## src/design/gss_pkg.sv

```systemverilog
// shared types, codes and groove table for the groove step sequencer
`default_nettype none
package gss_pkg;

    localparam int TICKS_PER_BEAT = 24;

    localparam logic [4:0] TICK_LAST    = 5'(TICKS_PER_BEAT - 1);
    localparam logic [6:0] RESET_BASE   = 7'd48;
    localparam logic [4:0] RESET_MAXN   = 5'd16;
    localparam logic [2:0] RESET_NSEQ   = 3'd4;

    localparam logic [2:0] EV_CLOCK     = 3'd0;
    localparam logic [2:0] EV_NOTE_ON   = 3'd1;
    localparam logic [2:0] EV_NOTE_OFF  = 3'd2;
    localparam logic [2:0] EV_STARTED   = 3'd3;
    localparam logic [2:0] EV_STOPPED   = 3'd4;
    localparam logic [2:0] EV_CONTINUED = 3'd5;

    localparam logic [2:0] MODE_TICK    = 3'd0;
    localparam logic [2:0] MODE_START   = 3'd1;
    localparam logic [2:0] MODE_STOP    = 3'd2;
    localparam logic [2:0] MODE_CONT    = 3'd3;
    localparam logic [2:0] MODE_QSEQ    = 3'd4;
    localparam logic [2:0] MODE_QBASE   = 3'd5;
    localparam logic [2:0] MODE_WSTEP   = 3'd6;
    localparam logic [2:0] MODE_WATTR   = 3'd7;

    localparam logic [1:0] KIND_NOTE    = 2'd0;
    localparam logic [1:0] KIND_TIE     = 2'd2;

    localparam logic [2:0] GROOVE_NONE  = 3'd7;
    localparam logic [1:0] GATE_NONE    = 2'd3;

    localparam logic CFG_MAX_NOTES = 1'b0;
    localparam logic CFG_NUM_SEQS  = 1'b1;

    typedef enum logic [3:0] {
        OP_TICK,
        OP_START,
        OP_STOP,
        OP_CONT,
        OP_QSEQ,
        OP_QBASE,
        OP_WSTEP,
        OP_WATTR,
        OP_NOP
    } op_t;

    typedef enum logic [2:0] {
        ST_IDLE,
        ST_ATTR,
        ST_STEP,
        ST_FIRST,
        ST_EMIT
    } state_t;

    typedef struct packed {
        logic [2:0] mode;
        logic [1:0] seq_sel;
        logic [3:0] step_sel;
        logic [1:0] step_kind;
        logic [6:0] note_value;
        logic [7:0] velocity;
        logic [3:0] last_step;
        logic [1:0] gate_mode;
        logic [2:0] groove;
        logic [6:0] base_note;
    } req_t;

    typedef struct packed {
        logic [2:0] event_res;
        logic [4:0] tick;
        logic [6:0] note;
        logic [7:0] note_velocity;
        logic       last;
    } res_t;

    typedef struct packed {
        op_t  op;
        req_t req;
    } cmd_t;

    // per groove: step mask, then note-off masks for short, normal, long
    localparam logic [23:0] GROOVE_TAB [0:6][0:3] = '{
        '{24'h000001, 24'h001000, 24'h020000, 24'h400000},
        '{24'h001001, 24'h040040, 24'h100100, 24'h800800},
        '{24'h010101, 24'h101010, 24'h404040, 24'h808080},
        '{24'h010001, 24'h100100, 24'h400800, 24'h804000},
        '{24'h041041, 24'h208208, 24'h410410, 24'h820820},
        '{24'h111111, 24'h444444, 24'h888888, 24'h888888},
        '{24'h101101, 24'h410410, 24'h840840, 24'h880880}
    };

    function automatic logic [23:0] groove_mask(logic [2:0] g, logic [1:0] col);
        logic [23:0] m;
        m = '0;
        if (g != GROOVE_NONE)
        begin
            m = GROOVE_TAB[g][col];
        end
        return m;
    endfunction

endpackage
`default_nettype wire

```

## src/design/gss_front.sv

```systemverilog
// front end: classifies each request into a command for the back end
`default_nettype none
module gss_front #(
    parameter int STEPS = 16,
    parameter int SEQS  = 4
) (
    input  var gss_pkg::req_t req,
    output var gss_pkg::cmd_t cmd
);
    import gss_pkg::*;

    logic seq_ok;
    logic step_ok;

    assign seq_ok  = (int'(req.seq_sel) < SEQS);
    assign step_ok = (int'(req.step_sel) < STEPS);

    always_comb
    begin
        cmd.req = req;
        case (req.mode)
            MODE_TICK:  cmd.op = OP_TICK;
            MODE_START: cmd.op = OP_START;
            MODE_STOP:  cmd.op = OP_STOP;
            MODE_CONT:  cmd.op = OP_CONT;
            MODE_QSEQ:  cmd.op = seq_ok ? OP_QSEQ : OP_NOP;
            MODE_QBASE: cmd.op = OP_QBASE;
            MODE_WSTEP: cmd.op = (seq_ok && step_ok) ? OP_WSTEP : OP_NOP;
            MODE_WATTR: cmd.op = seq_ok ? OP_WATTR : OP_NOP;
            default:    cmd.op = OP_NOP;
        endcase
    end

endmodule
`default_nettype wire

```

## src/design/gss_cmd_fifo.sv

```systemverilog
// two-entry command queue between front and back end
`default_nettype none
module gss_cmd_fifo (
    input  wire            clk,
    input  wire            rst_n,
    input  wire            push,
    input  var gss_pkg::cmd_t push_data,
    output logic           full,
    input  wire            pop,
    output logic           not_empty,
    output var gss_pkg::cmd_t pop_data
);
    import gss_pkg::*;

    cmd_t       mem_reg [2];
    logic       wptr_reg, wptr_next;
    logic       rptr_reg, rptr_next;
    logic [1:0] cnt_reg, cnt_next;

    assign full      = (cnt_reg == 2'd2);
    assign not_empty = (cnt_reg != 2'd0);
    assign pop_data  = mem_reg[rptr_reg];

    always_comb
    begin
        wptr_next = wptr_reg;
        rptr_next = rptr_reg;
        cnt_next  = cnt_reg;
        if (push && !full)
        begin
            wptr_next = ~wptr_reg;
        end
        if (pop && not_empty)
        begin
            rptr_next = ~rptr_reg;
        end
        if ((push && !full) && !(pop && not_empty))
        begin
            cnt_next = cnt_reg + 2'd1;
        end
        else if (!(push && !full) && (pop && not_empty))
        begin
            cnt_next = cnt_reg - 2'd1;
        end
    end

    always_ff @(posedge clk or negedge rst_n)
    begin
        if (!rst_n)
        begin
            wptr_reg <= 1'b0;
            rptr_reg <= 1'b0;
            cnt_reg  <= 2'd0;
        end
        else
        begin
            wptr_reg <= wptr_next;
            rptr_reg <= rptr_next;
            cnt_reg  <= cnt_next;
        end
    end

    always_ff @(posedge clk)
    begin
        if (push && !full)
        begin
            mem_reg[wptr_reg] <= push_data;
        end
    end

endmodule
`default_nettype wire

```

## src/design/gss_back.sv

```systemverilog
// back end: transport state, step and attribute memories, result output
`default_nettype none
module gss_back #(
    parameter int STEPS = 16,
    parameter int SEQS  = 4
) (
    input  wire            clk,
    input  wire            rst_n,
    input  wire            cfg_we,
    input  wire            cfg_index,
    input  wire [4:0]      cfg_data,
    input  wire            cmd_valid,
    input  var gss_pkg::cmd_t cmd,
    output logic           cmd_pop,
    output logic           res_valid,
    input  wire            res_stall,
    output var gss_pkg::res_t res
);
    import gss_pkg::*;

    localparam int AW  = $clog2(SEQS * STEPS);
    localparam int SAW = (SEQS > 1) ? $clog2(SEQS) : 1;

    function automatic logic [3:0] idx_mod(logic [3:0] v);
        logic [6:0] t;
        t = {3'b000, v};
        for (int i = 0; i < 8; i++)
        begin
            if (t >= 7'(STEPS))
            begin
                t = t - 7'(STEPS);
            end
        end
        return t[3:0];
    endfunction

    function automatic logic [1:0] seq_mod(logic [1:0] v);
        logic [4:0] t;
        t = {3'b000, v};
        for (int i = 0; i < 3; i++)
        begin
            if (t >= 5'(SEQS))
            begin
                t = t - 5'(SEQS);
            end
        end
        return t[1:0];
    endfunction

    function automatic logic [AW-1:0] step_addr(logic [1:0] s, logic [3:0] i);
        return AW'(int'(seq_mod(s)) * STEPS + int'(idx_mod(i)));
    endfunction

    function automatic logic [SAW-1:0] attr_addr(logic [1:0] s);
        return SAW'(seq_mod(s));
    endfunction

    // memories, undefined until written
    logic [16:0] step_mem [SEQS * STEPS];
    logic [15:0] attr_mem [SEQS];
    logic [16:0] step_q;
    logic [15:0] attr_q;
    logic [AW-1:0]  step_raddr;
    logic [SAW-1:0] attr_raddr;

    state_t state_reg, state_next;

    logic       running_reg, running_next;
    logic [4:0] tc_reg, tc_next;
    logic [3:0] sidx_reg, sidx_next;
    logic [1:0] cur_reg, cur_next;
    logic [1:0] qseq_reg, qseq_next;
    logic [6:0] tb_reg, tb_next;
    logic [6:0] qb_reg, qb_next;
    logic [6:0] snd_reg, snd_next;
    logic [4:0] maxn_reg, maxn_next;
    logic [2:0] nseq_reg, nseq_next;

    logic       off_hit_reg, off_hit_next;
    logic       step_hit_reg, step_hit_next;
    logic       wrap_reg, wrap_next;
    logic [3:0] nidx_reg, nidx_next;
    logic [1:0] ns_reg, ns_next;
    logic [16:0] w_reg, w_next;

    res_t       rbuf_reg [3];
    res_t       rbuf_next [3];
    logic [1:0] rcnt_reg, rcnt_next;
    logic [1:0] ridx_reg, ridx_next;

    res_t res_reg, res_next;
    logic res_valid_reg, res_valid_next;

    // tick decode from the attribute word
    logic [1:0]  a_gate;
    logic [2:0]  a_grv;
    logic [3:0]  a_last;
    logic [4:0]  t_inc;
    logic        t_wrap;
    logic        a_off_hit;
    logic        a_step_hit;
    logic [23:0] off_mask;
    logic [23:0] step_mask;
    logic [6:0]  first_note;
    logic [6:0]  snd_calc;
    logic        out_free;
    logic [4:0]  tick_inc;

    assign a_gate     = attr_q[5:4];
    assign a_grv      = attr_q[8:6];
    assign a_last     = attr_q[3:0];
    assign t_inc      = {1'b0, sidx_reg} + 5'd1;
    assign t_wrap     = (t_inc > {1'b0, a_last});
    assign off_mask   = groove_mask(a_grv, a_gate + 2'd1);
    assign step_mask  = groove_mask(a_grv, 2'd0);
    assign a_off_hit  = (a_gate != GATE_NONE) && off_mask[tc_reg];
    assign a_step_hit = step_mask[tc_reg];
    assign first_note = attr_q[15:9];
    assign snd_calc   = (w_reg[1:0] == KIND_NOTE) ? (w_reg[8:2] + tb_reg - first_note) : 7'd0;
    assign out_free   = !res_valid_reg || !res_stall;
    assign tick_inc   = (tc_reg == TICK_LAST) ? 5'd0 : tc_reg + 5'd1;

    assign cmd_pop   = (state_reg == ST_IDLE) && cmd_valid;
    assign res_valid = res_valid_reg;
    assign res       = res_reg;

    always_comb
    begin
        step_raddr = step_addr(t_wrap ? qseq_reg : cur_reg, t_wrap ? 4'd0 : t_inc[3:0]);
        attr_raddr = attr_addr((state_reg == ST_STEP) ? ns_reg : cur_reg);
    end

    always_ff @(posedge clk)
    begin
        step_q <= step_mem[step_raddr];
        attr_q <= attr_mem[attr_raddr];
        if (cmd_pop && cmd.op == OP_WSTEP)
        begin
            step_mem[step_addr(cmd.req.seq_sel, cmd.req.step_sel)] <=
                {cmd.req.velocity, cmd.req.note_value, cmd.req.step_kind};
        end
        if (cmd_pop && cmd.op == OP_WATTR)
        begin
            attr_mem[attr_addr(cmd.req.seq_sel)] <=
                {cmd.req.base_note, cmd.req.groove, cmd.req.gate_mode, cmd.req.last_step};
        end
    end

    // next state
    always_comb
    begin
        state_next = state_reg;
        case (state_reg)
            ST_IDLE:
            begin
                if (cmd_valid)
                begin
                    case (cmd.op)
                        OP_TICK:  state_next = running_reg ? ST_ATTR : ST_IDLE;
                        OP_START: state_next = ST_EMIT;
                        OP_STOP:  state_next = ST_EMIT;
                        OP_CONT:  state_next = ST_EMIT;
                        default:  state_next = ST_IDLE;
                    endcase
                end
            end
            ST_ATTR:
            begin
                if (a_grv == GROOVE_NONE || (!a_off_hit && !a_step_hit))
                begin
                    state_next = ST_EMIT;
                end
                else
                begin
                    state_next = ST_STEP;
                end
            end
            ST_STEP:
            begin
                if (step_hit_reg && step_q[1:0] != KIND_TIE)
                begin
                    state_next = ST_FIRST;
                end
                else
                begin
                    state_next = ST_EMIT;
                end
            end
            ST_FIRST:
            begin
                state_next = (snd_calc != 7'd0 || rcnt_reg != 2'd0) ? ST_EMIT : ST_IDLE;
            end
            ST_EMIT:
            begin
                if (out_free && ridx_reg == rcnt_reg - 2'd1)
                begin
                    state_next = ST_IDLE;
                end
            end
            default: state_next = ST_IDLE;
        endcase
    end

    // datapath
    always_comb
    begin
        running_next  = running_reg;
        tc_next       = tc_reg;
        sidx_next     = sidx_reg;
        cur_next      = cur_reg;
        qseq_next     = qseq_reg;
        tb_next       = tb_reg;
        qb_next       = qb_reg;
        snd_next      = snd_reg;
        maxn_next     = maxn_reg;
        nseq_next     = nseq_reg;
        off_hit_next  = off_hit_reg;
        step_hit_next = step_hit_reg;
        wrap_next     = wrap_reg;
        nidx_next     = nidx_reg;
        ns_next       = ns_reg;
        w_next        = w_reg;
        rbuf_next     = rbuf_reg;
        rcnt_next     = rcnt_reg;
        ridx_next     = ridx_reg;
        res_next      = res_reg;
        res_valid_next = res_valid_reg && res_stall;

        if (cfg_we)
        begin
            case (cfg_index)
                CFG_MAX_NOTES: maxn_next = cfg_data;
                CFG_NUM_SEQS:  nseq_next = cfg_data[2:0];
                default:       maxn_next = maxn_reg;
            endcase
        end

        case (state_reg)
            ST_IDLE:
            begin
                rcnt_next = 2'd0;
                ridx_next = 2'd0;
                if (cmd_valid)
                begin
                    case (cmd.op)
                        OP_TICK:
                        begin
                            if (running_reg)
                            begin
                                tc_next = tick_inc;
                                rbuf_next[0] = '{EV_CLOCK, tick_inc, 7'd0, 8'd0, 1'b0};
                                rcnt_next = 2'd1;
                            end
                        end
                        OP_START:
                        begin
                            running_next = 1'b1;
                            cur_next     = qseq_reg;
                            tc_next      = TICK_LAST;
                            snd_next     = 7'd0;
                            sidx_next    = 4'(maxn_reg - 5'd1);
                            rbuf_next[0] = '{EV_STARTED, 5'd0, 7'd0, 8'd0, 1'b0};
                            rcnt_next    = 2'd1;
                        end
                        OP_STOP:
                        begin
                            running_next = 1'b0;
                            rbuf_next[0] = '{EV_NOTE_OFF, 5'd0, snd_reg, 8'd0, 1'b0};
                            rbuf_next[1] = '{EV_STOPPED, 5'd0, 7'd0, 8'd0, 1'b0};
                            rcnt_next    = 2'd2;
                        end
                        OP_CONT:
                        begin
                            running_next = 1'b1;
                            rbuf_next[0] = '{EV_CONTINUED, 5'd0, 7'd0, 8'd0, 1'b0};
                            rcnt_next    = 2'd1;
                        end
                        OP_QSEQ:
                        begin
                            if ({1'b0, cmd.req.seq_sel} < nseq_reg)
                            begin
                                qseq_next = cmd.req.seq_sel;
                            end
                        end
                        OP_QBASE: qb_next = cmd.req.base_note;
                        default:  qb_next = qb_reg;
                    endcase
                end
            end
            ST_ATTR:
            begin
                off_hit_next  = a_off_hit;
                step_hit_next = a_step_hit;
                wrap_next     = t_wrap;
                nidx_next     = t_wrap ? 4'd0 : t_inc[3:0];
                ns_next       = t_wrap ? qseq_reg : cur_reg;
            end
            ST_STEP:
            begin
                w_next = step_q;
                // a tie that follows keeps the note sounding
                if (off_hit_reg && step_q[1:0] != KIND_TIE && snd_reg != 7'd0)
                begin
                    rbuf_next[rcnt_reg] = '{EV_NOTE_OFF, 5'd0, snd_reg, 8'd0, 1'b0};
                    rcnt_next = rcnt_reg + 2'd1;
                end
                if (step_hit_reg)
                begin
                    sidx_next = nidx_reg;
                    cur_next  = ns_reg;
                    if (wrap_reg)
                    begin
                        tb_next = qb_reg;
                    end
                end
            end
            ST_FIRST:
            begin
                snd_next = snd_calc;
                if (snd_calc != 7'd0)
                begin
                    rbuf_next[rcnt_reg] = '{EV_NOTE_ON, 5'd0, snd_calc, w_reg[16:9], 1'b0};
                    rcnt_next = rcnt_reg + 2'd1;
                end
            end
            ST_EMIT:
            begin
                if (out_free)
                begin
                    res_next       = rbuf_reg[ridx_reg];
                    res_next.last  = (ridx_reg == rcnt_reg - 2'd1);
                    res_valid_next = 1'b1;
                    ridx_next      = ridx_reg + 2'd1;
                end
            end
            default: ridx_next = 2'd0;
        endcase
    end

    always_ff @(posedge clk or negedge rst_n)
    begin
        if (!rst_n)
        begin
            state_reg     <= ST_IDLE;
            running_reg   <= 1'b0;
            tc_reg        <= TICK_LAST;
            sidx_reg      <= 4'd15;
            cur_reg       <= 2'd0;
            qseq_reg      <= 2'd0;
            tb_reg        <= RESET_BASE;
            qb_reg        <= RESET_BASE;
            snd_reg       <= 7'd0;
            maxn_reg      <= RESET_MAXN;
            nseq_reg      <= RESET_NSEQ;
            rcnt_reg      <= 2'd0;
            ridx_reg      <= 2'd0;
            res_valid_reg <= 1'b0;
        end
        else
        begin
            state_reg     <= state_next;
            running_reg   <= running_next;
            tc_reg        <= tc_next;
            sidx_reg      <= sidx_next;
            cur_reg       <= cur_next;
            qseq_reg      <= qseq_next;
            tb_reg        <= tb_next;
            qb_reg        <= qb_next;
            snd_reg       <= snd_next;
            maxn_reg      <= maxn_next;
            nseq_reg      <= nseq_next;
            rcnt_reg      <= rcnt_next;
            ridx_reg      <= ridx_next;
            res_valid_reg <= res_valid_next;
        end
    end

    always_ff @(posedge clk)
    begin
        off_hit_reg  <= off_hit_next;
        step_hit_reg <= step_hit_next;
        wrap_reg     <= wrap_next;
        nidx_reg     <= nidx_next;
        ns_reg       <= ns_next;
        w_reg        <= w_next;
        rbuf_reg     <= rbuf_next;
        res_reg      <= res_next;
    end

endmodule
`default_nettype wire

```

## src/design/groove_step_sequencer_top.sv

```systemverilog
// Groove step sequencer top level. Requests enter a two-entry command queue and are
// taken up by the back end one at a time. A tick while running is worked out in up
// to four steps (command pop, attribute read, step read, note calculation), and its
// results then leave through the output register one per cycle while the output
// does not stall. Start, continue and stop go from the command pop to the output;
// queue and write requests are done at the pop and give no result. The result
// register lets the next request be taken while a result still waits. Step and
// attribute memories come up undefined and must be written before a sequence is
// played.
`default_nettype none
module groove_step_sequencer_top #(
    parameter int STEPS = 16,
    parameter int SEQS  = 4
) (
    input  wire            clk,
    input  wire            rst_n,
    input  wire            cfg_we,
    input  wire            cfg_index,
    input  wire [4:0]      cfg_data,
    input  wire            req_valid,
    output logic           req_stall,
    input  var gss_pkg::req_t req,
    output logic           res_valid,
    input  wire            res_stall,
    output var gss_pkg::res_t res
);
    import gss_pkg::*;

    cmd_t front_cmd;
    cmd_t queue_cmd;
    logic queue_full;
    logic queue_valid;
    logic queue_pop;

    assign req_stall = queue_full;

    gss_front #(.STEPS(STEPS), .SEQS(SEQS)) u_front (
        .req (req),
        .cmd (front_cmd)
    );

    gss_cmd_fifo u_fifo (
        .clk       (clk),
        .rst_n     (rst_n),
        .push      (req_valid),
        .push_data (front_cmd),
        .full      (queue_full),
        .pop       (queue_pop),
        .not_empty (queue_valid),
        .pop_data  (queue_cmd)
    );

    gss_back #(.STEPS(STEPS), .SEQS(SEQS)) u_back (
        .clk       (clk),
        .rst_n     (rst_n),
        .cfg_we    (cfg_we),
        .cfg_index (cfg_index),
        .cfg_data  (cfg_data),
        .cmd_valid (queue_valid),
        .cmd       (queue_cmd),
        .cmd_pop   (queue_pop),
        .res_valid (res_valid),
        .res_stall (res_stall),
        .res       (res)
    );

endmodule
`default_nettype wire

```

## config.mk

```make
export PLATFORM = sky130hd
export DESIGN_NAME = groove_step_sequencer_top
export DESIGN_NICKNAME = d
export VERILOG_FILES = /design/src/design/gss_pkg.sv /design/src/design/gss_front.sv /design/src/design/gss_cmd_fifo.sv /design/src/design/gss_back.sv /design/src/design/groove_step_sequencer_top.sv
export SDC_FILE = /design/constraint.sdc
export NUM_CORES = 2
export LEC_CHECK = 0
export BUFFER_PORTS_ARGS = -buffer_cell sky130_fd_sc_hd__buf_2
export CAP_MARGIN = 15
export CORE_ASPECT_RATIO = 1.75
export CORE_UTILIZATION = 55
export CTS_CLUSTER_DIAMETER = 120
export CTS_CLUSTER_SIZE = 30
export DETAILED_ROUTE_END_ITERATION = 16
export GPL_TIMING_DRIVEN = 0
export PLACE_DENSITY = 0.71
export SETUP_SLACK_MARGIN = 0.3
export SYNTH_ARGS = -nofsm -noshare
export SYNTH_HDL_FRONTEND = slang
export SYNTH_SLANG_ARGS = --single-unit
```

## constraint.sdc

```tcl
create_clock -name clk -period 5.9 [get_ports clk]
set_input_delay 0.295 -clock clk [delete_from_list [all_inputs] [get_ports clk]]
set_output_delay 0.295 -clock clk [all_outputs]
set_load 0.1 [all_outputs]
```

After elaboration in Yosys (flattened, before gate mapping)
Memory sizes are Yosys's and may differ from the RTL's. A register that Yosys moved wholly into a read port is not among the register bits.
Index checks and enable logic that the tools add are counted.

operators by class
  add/sub/neg operators = 13
  $mul = 0
  divide/modulo/power cells = 0
  order comparisons = 8
  equality and inequality tests = 36
  shifts and indexed selects = 0
  multiplexer cells = 72
  bitwise gates (word level) = 8
  reductions and logical operators = 59

operators by type and width
  kind                                                                    number
  24-bit two-way mux                                                      9
  96-bit two-way mux                                                      2
  72-bit bitwise mux                                                      2
  72-bit two-way mux                                                      2
  48-bit one-hot mux with 3 select lines                                  1
  24-bit binary-select mux with 2-bit select                              2
  24-bit one-hot mux with 4 select lines                                  1
  24-bit demux with 2-bit select                                          1
  48-bit two-way mux                                                      1
  24-bit one-hot mux with 2 select lines                                  1
  4-bit one-hot mux with 8 select lines                                   1
  2-bit two-way mux                                                       11
  7-bit two-way mux                                                       3
  3-bit equality test (second input constant)                             6
  3-bit AND reduction                                                     6
  4-bit by 3-bit equality test with 1-bit output (second input constant)  4
  4-bit two-way mux                                                       4
  2-bit nonzero test                                                      8
  1-bit logical AND                                                       15
  3-bit two-way mux                                                       5
  3-bit one-hot mux with 5 select lines                                   1
  7-bit one-hot mux with 2 select lines                                   1
  7-bit nonzero test                                                      2
  6-bit by 4-bit adder with 6-bit output                                  2
  other kinds (49)                                                        105

storage, ports and cells
  flip-flop bits (word level) = 176
  bits in latches = 0
  memory bits (writable) = 1244
  bits in read-only memories = 768
  input bits = 53
  logic and storage cells = 243
  memories = 4

memory list
  memory            words  width  read ports  clocked after memory_dff  write ports  RTL line            RTL
  u_back.step_mem   64     17     1           1                         1            gss_back.sv:59      logic [16:0] step_mem [SEQS * STEPS];
  (name not given)  8      96     1           0                         0            gss_pkg.sv:99       m = GROOVE_TAB[g][col];
  u_fifo.mem_reg    2      46     1           0                         1            gss_cmd_fifo.sv:15  cmd_t mem_reg [2];
  u_back.attr_mem   4      16     1           1                         1            gss_back.sv:60      logic [15:0] attr_mem [SEQS];

Logic depth before layout (Yosys ltp)
  depth after elaboration = 16
  depth in mapped cells = 16
  gate-level depth less buffers = 12

Hierarchy
A second synthesis with hierarchy kept.

unflattened totals
  cells, all modules = 3408
  area total of the unflattened synthesis = 57470.1 um2

modules (own cells, without submodules)
  module        times used  cells each  area each (um2)  seq. area each (um2)
  gss_back      1           3199        53488.8          39914.5
  gss_cmd_fifo  1           162         3643.5           2862.7
  gss_front     1           47          337.8            0.0

Worst setup path before layout
Ideal clock, no wire load.

  path kind = register to register
  start = register u_back.w_reg[3]
  end = register u_back.rbuf_reg[25] (netlist bit), enable pin
  setup time = 0.403 ns
  data arrival time = 3.512 ns
  data required time = 5.497 ns
  path slack = 1.986 ns
  stages on the path, launching flop included = 12
  buffers on the path = 0
  period minus slack after synthesis = 3.914 ns
  cell sequence = edfxtp_1 -> inv_1 -> fa_1 -> inv_1 -> fa_1 -> a21o_1 -> a21oi_1 -> o21bai_1 -> a2111o_1 -> o211ai_1 -> nor3_1 -> nor2_1

between the ends
  longest elaborated chain between the ends = 6

RTL lines
  item                                                               RTL line         RTL
  from (decl)                                                        gss_back.sv:84   logic [16:0] w_reg, w_next;
  from (signal assigned)                                             gss_back.sv:385  w_reg <= w_next;
  7-bit adder                                                        gss_back.sv:119  assign snd_calc = (w_reg[1:0] == KIND_NOTE) ? (w_reg[8:2] + tb_reg - first_note) : 7'd0;
  7-bit subtractor                                                   gss_back.sv:119
  7-bit two-way mux                                                  gss_back.sv:119
  7-bit nonzero test                                                 gss_back.sv:320  if (snd_calc != 7'd0)
  2-bit by 1-bit inequality test with 1-bit output (no source line)  n/a
  5-bit AND reduction (no source line)                               n/a
  to (signal assigned)                                               gss_back.sv:386  rbuf_reg <= rbuf_next;
  to (decl)                                                          gss_back.sv:86   res_t rbuf_reg [3];

No other way between the ends.
A chain may end at the register's enable or synchronous reset.

Final worst setup path
  start = register u_back.sidx_reg[0]
  end = register u_back.step_q[9], read port of u_back.step_mem

between the ends
  longest elaborated chain between the ends = 4
  elaborated cells on any way between the ends = 5
  those cells by class = add/sub (2); order compare (1); mux (2)

RTL lines
  item                                                    RTL line         RTL
  from (decl)                                             gss_back.sv:70   logic [3:0] sidx_reg, sidx_next;
  from (signal assigned)                                  gss_back.sv:364  sidx_reg <= sidx_next;
  4-bit by 1-bit adder with 5-bit output (*)              gss_back.sv:112  assign t_inc = {1'b0, sidx_reg} + 5'd1;
  5-bit by 4-bit > comparator with 1-bit output           gss_back.sv:113  assign t_wrap = (t_inc > {1'b0, a_last});
  4-bit two-way mux or 2-bit two-way mux (tied branches)  gss_back.sv:129  step_raddr = step_addr(t_wrap ? qseq_reg : cur_reg, t_wrap ? 4'd0 : t_inc[3:0]);
  6-bit by 4-bit adder with 6-bit output (*)              gss_back.sv:51   return AW'(int'(seq_mod(s)) * STEPS + int'(idx_mod(i)));
  to (decl)                                               gss_back.sv:61   logic [16:0] step_q;

Every way passes the cells marked *; elsewhere a longest branch is shown, timed or not.

==> run_results.csv <==
group,metric,value,unit
timing,hold_viol,0,
min_path,worstHoldPathCells,3,
drt,post_drt_wl_per_cell,28.8,µm
yosys,ys_seq_area_share,72.6,%
run,drv_cap,0,
clocking,cts.htree.levels,2,
global_route,grt_max_degree,65,
critical_path,cp.required,6530,ps
min_path,holdCritStartpoint,"cfg_we",
yosys,ys_warn_count,0,
floorplan,rows,158,
yosys,syn_area,0.0586,mm²
critical_path,critPathMaxStageDelay,1100,ps
floorplan,die_x,249,µm
floorplan,boundaryPins,79,
critical_path,path_class,"reg -> reg",
clocking,cts_tree,"built",
critical_path,crit_arrival,6140,ps
drt,via_per_inst,6.19,
yosys,yosys.cell_types.count,80,
timing,fin_skew,28.6,ps
yosys,yosys_most_used_dff,"edfxtp_1",
critical_path,setup.worst_path.start,"u_back.sidx_reg[0]",
clocking,clk-insertion-delay-late,720,ps
global_route,grt_pass1_wl,228000,µm
timing,worstMarginPinSlew,1350,ps
floorplan,start_util,55.4,%
critical_path,crit_fanout,10,
critical_path,startpoint_type,"flip-flop",
yosys,syn_nets,3961,
timing,clock.fmax,182,MHz
critical_path,cpLargestDelayFamily,"compound AO/OA/AOI/OAI gates",
layout,n_fill_cell,7902,
drt,finalWirelength,160000,µm
critical_path,worst-path-stages,15,
timing,rsz0062_at_grt,"no",
timing,period_share,93.4,%
floorplan,dieArea,0.108,mm²
yosys,synthArstFlopShare,3.76,%
critical_path,cp_num_buf_inv,5,
layout,final_layout_size_suffix_gt1_share,14.1,%
run_status,status,"completed",
timing,finalMaxSlewViolations,0,
yosys,syn_inst,3881,
timing,setup_viol,0,
drt,drt_first_pass_iters,6,
layout,final-seq-area,0.0425,mm²
critical_path,crit_chain,"ha_1, xnor2_2, inv_2, clkbuf_2, ha_1, o21a_1, o21ai_1, buf_2, o211ai_1, buf_2, clkbuf_1, a21oi_1, o21ai_0, o311ai_2, and4_1",
drt,drt_iter0_drc,3354,
clocking,cts.sinks,1436,
global_route,track_usage,29.4,%
critical_path,slowest_stage,"o311ai_2",
clocking,cts_buffers,53,
timing,tns,0,ps
yosys,syn_area_per_cell,15.1,µm²
critical_path,r2r_start,"u_back.sidx_reg[0]",
yosys,synth_seq_cells,1436,
global_route,overflow,0,
clocking,clk_pin_slew_worst_paths,120,ps
min_path,min-delay-path-class,"in -> reg",
placement,gp_congestion,1.03,
critical_path,ff2ff_path_depth,15,
layout,largest_reg_flops,1088,
drt,ant_nets,0,
timing,slew_headroom,10.1,%
layout,multi_input_area,0.0148,mm²
global_route,first_global_vias,34400,
timing,post-route-min-period,5510,ps
placement,io_buffers,74,
clocking,root_buffer,"clkbuf_16",
critical_path,cp-end-kind,"flip-flop",
drt,num_vias,34300,
floorplan,core_area,0.106,mm²
global_route,antenna_found_initial,8,
drt,drc,0,
yosys,synth-edff-count,1349,
floorplan,dieHeight,434,µm
layout,area_growth,9.13,%
clocking,clockBufferDepth,3,
layout,fin_nets,4218,
placement,dp_hpwl,116000,µm
==> area by class of cell <==
cell class              count  share of cell area [%]
well taps                1360                    2.66
clock buffers              84                    2.26
plain buffers             243                    1.80
flip-flops and latches   1436                    66.5
clock inverters             3                  0.0743
multi-input cells        2115                    23.2
diodes                     15                  0.0587
repair buffers            202                    2.91
inverters                  87                   0.511
==> metal layers <==
layer	wire length, µm	track usage, %
met1	51400	29.0
met2	85700	55.0
met3	8270	3.50
met4	14500	24.0
met5	22	0
==> tightest hold or removal path, stage by stage <==
cell and delay [ps]:
buf_2 110, nor2b_1 180, mux2_2 230
==> cell usage after synthesis (all sizes together) (5+ instances only) <==
cell / count / area [µm²]
nor2b: 31 / 194
o2111ai: 52 / 455
clkbuf: 116 / 435
ha: 21 / 263
nor2: 132 / 500
and4: 17 / 149
mux2: 161 / 1810
a311o: 34 / 340
xnor2: 15 / 139
nor4: 6 / 37.5
a311oi: 18 / 158
buf: 127 / 707
and2: 8 / 50.1
o21ai: 108 / 552
edfxtp: 1349 / 40500
mux2i: 267 / 2680
o221ai: 36 / 315
or3: 6 / 37.5
inv: 87 / 327
fa: 6 / 120
nand2b: 35 / 219
a21boi: 6 / 45.0
nor3b: 6 / 45.0
a32o: 36 / 360
and3: 81 / 507
nand2: 537 / 2020
xor2: 9 / 78.8
a21oi: 107 / 536
nor3: 29 / 145
a31oi: 7 / 43.8
o32ai: 5 / 43.8
dfstp: 13 / 342
mux4: 16 / 360
o311ai: 19 / 166
a21o: 11 / 83.8
a211oi: 112 / 931
dfxtp: 33 / 661
o211ai: 59 / 448
dfrtp: 41 / 1030
nand3: 76 / 385
==> path summary, 6_finish.rpt <==
| kind | end | slack [ps] |
|---|---|---|
| max | u_back.step_q[9] | 390 |
| min | u_back.maxn_reg[2] | 130 |
| max reg2reg | u_back.step_q[9] | 390 |
| min reg2reg | u_back.w_reg[2] | 410 |
| max in group asynchronous | u_back.nseq_reg[2] | 5040 |
| min in group asynchronous | u_fifo.rptr_reg | 170 |
==> per-stage QoR <==
stage               instances  worst slack (ps)  util (%)  hold WS (ps)  area [µm²]
finish                   5545               392      60.5           132       63900
global route             5541               302      60.5           134       63900
CTS                      5528               304      60.4           110       63900
detailed placement       5386             -17.3      58.4           378       61800
global placement         5315              -496      57.4           388       60700
floorplan                3881              1990         -        -0.591       58600
==> cells by family after synthesis <==
group	Yosys count	share of synthesized area, %
fa+ha+maj	27	0.653
xor+xnor	24	0.372
mux	444	8.28
flops	1436	72.6
buf+inv	330	2.51
compound gates	642	8.11
simple gates	978	7.49
==> placed cells by master (no fill, tap or decap), drive strengths merged, types with 76 or more instances in the layout <==
master / count
edfxtp: 1349
buf: 272
nand2: 537
clkbuf: 202
nand3: 76
mux2i: 267
inv: 89
a21oi: 107
and3: 81
a211oi: 112
o21ai: 108
nor2: 132
mux2: 161
==> repair_timing <==
action                                  4_1_cts  5_1_grt
endpoints found under the setup margin       16        6
resized for setup                            11        8
hold buffers                                 55        0
setup buffers                                 0        0
endpoints found under the hold margin       115        0
Power is not shown: default switching activity piles up to over one toggle a cycle in this logic, so the estimate is an artifact.
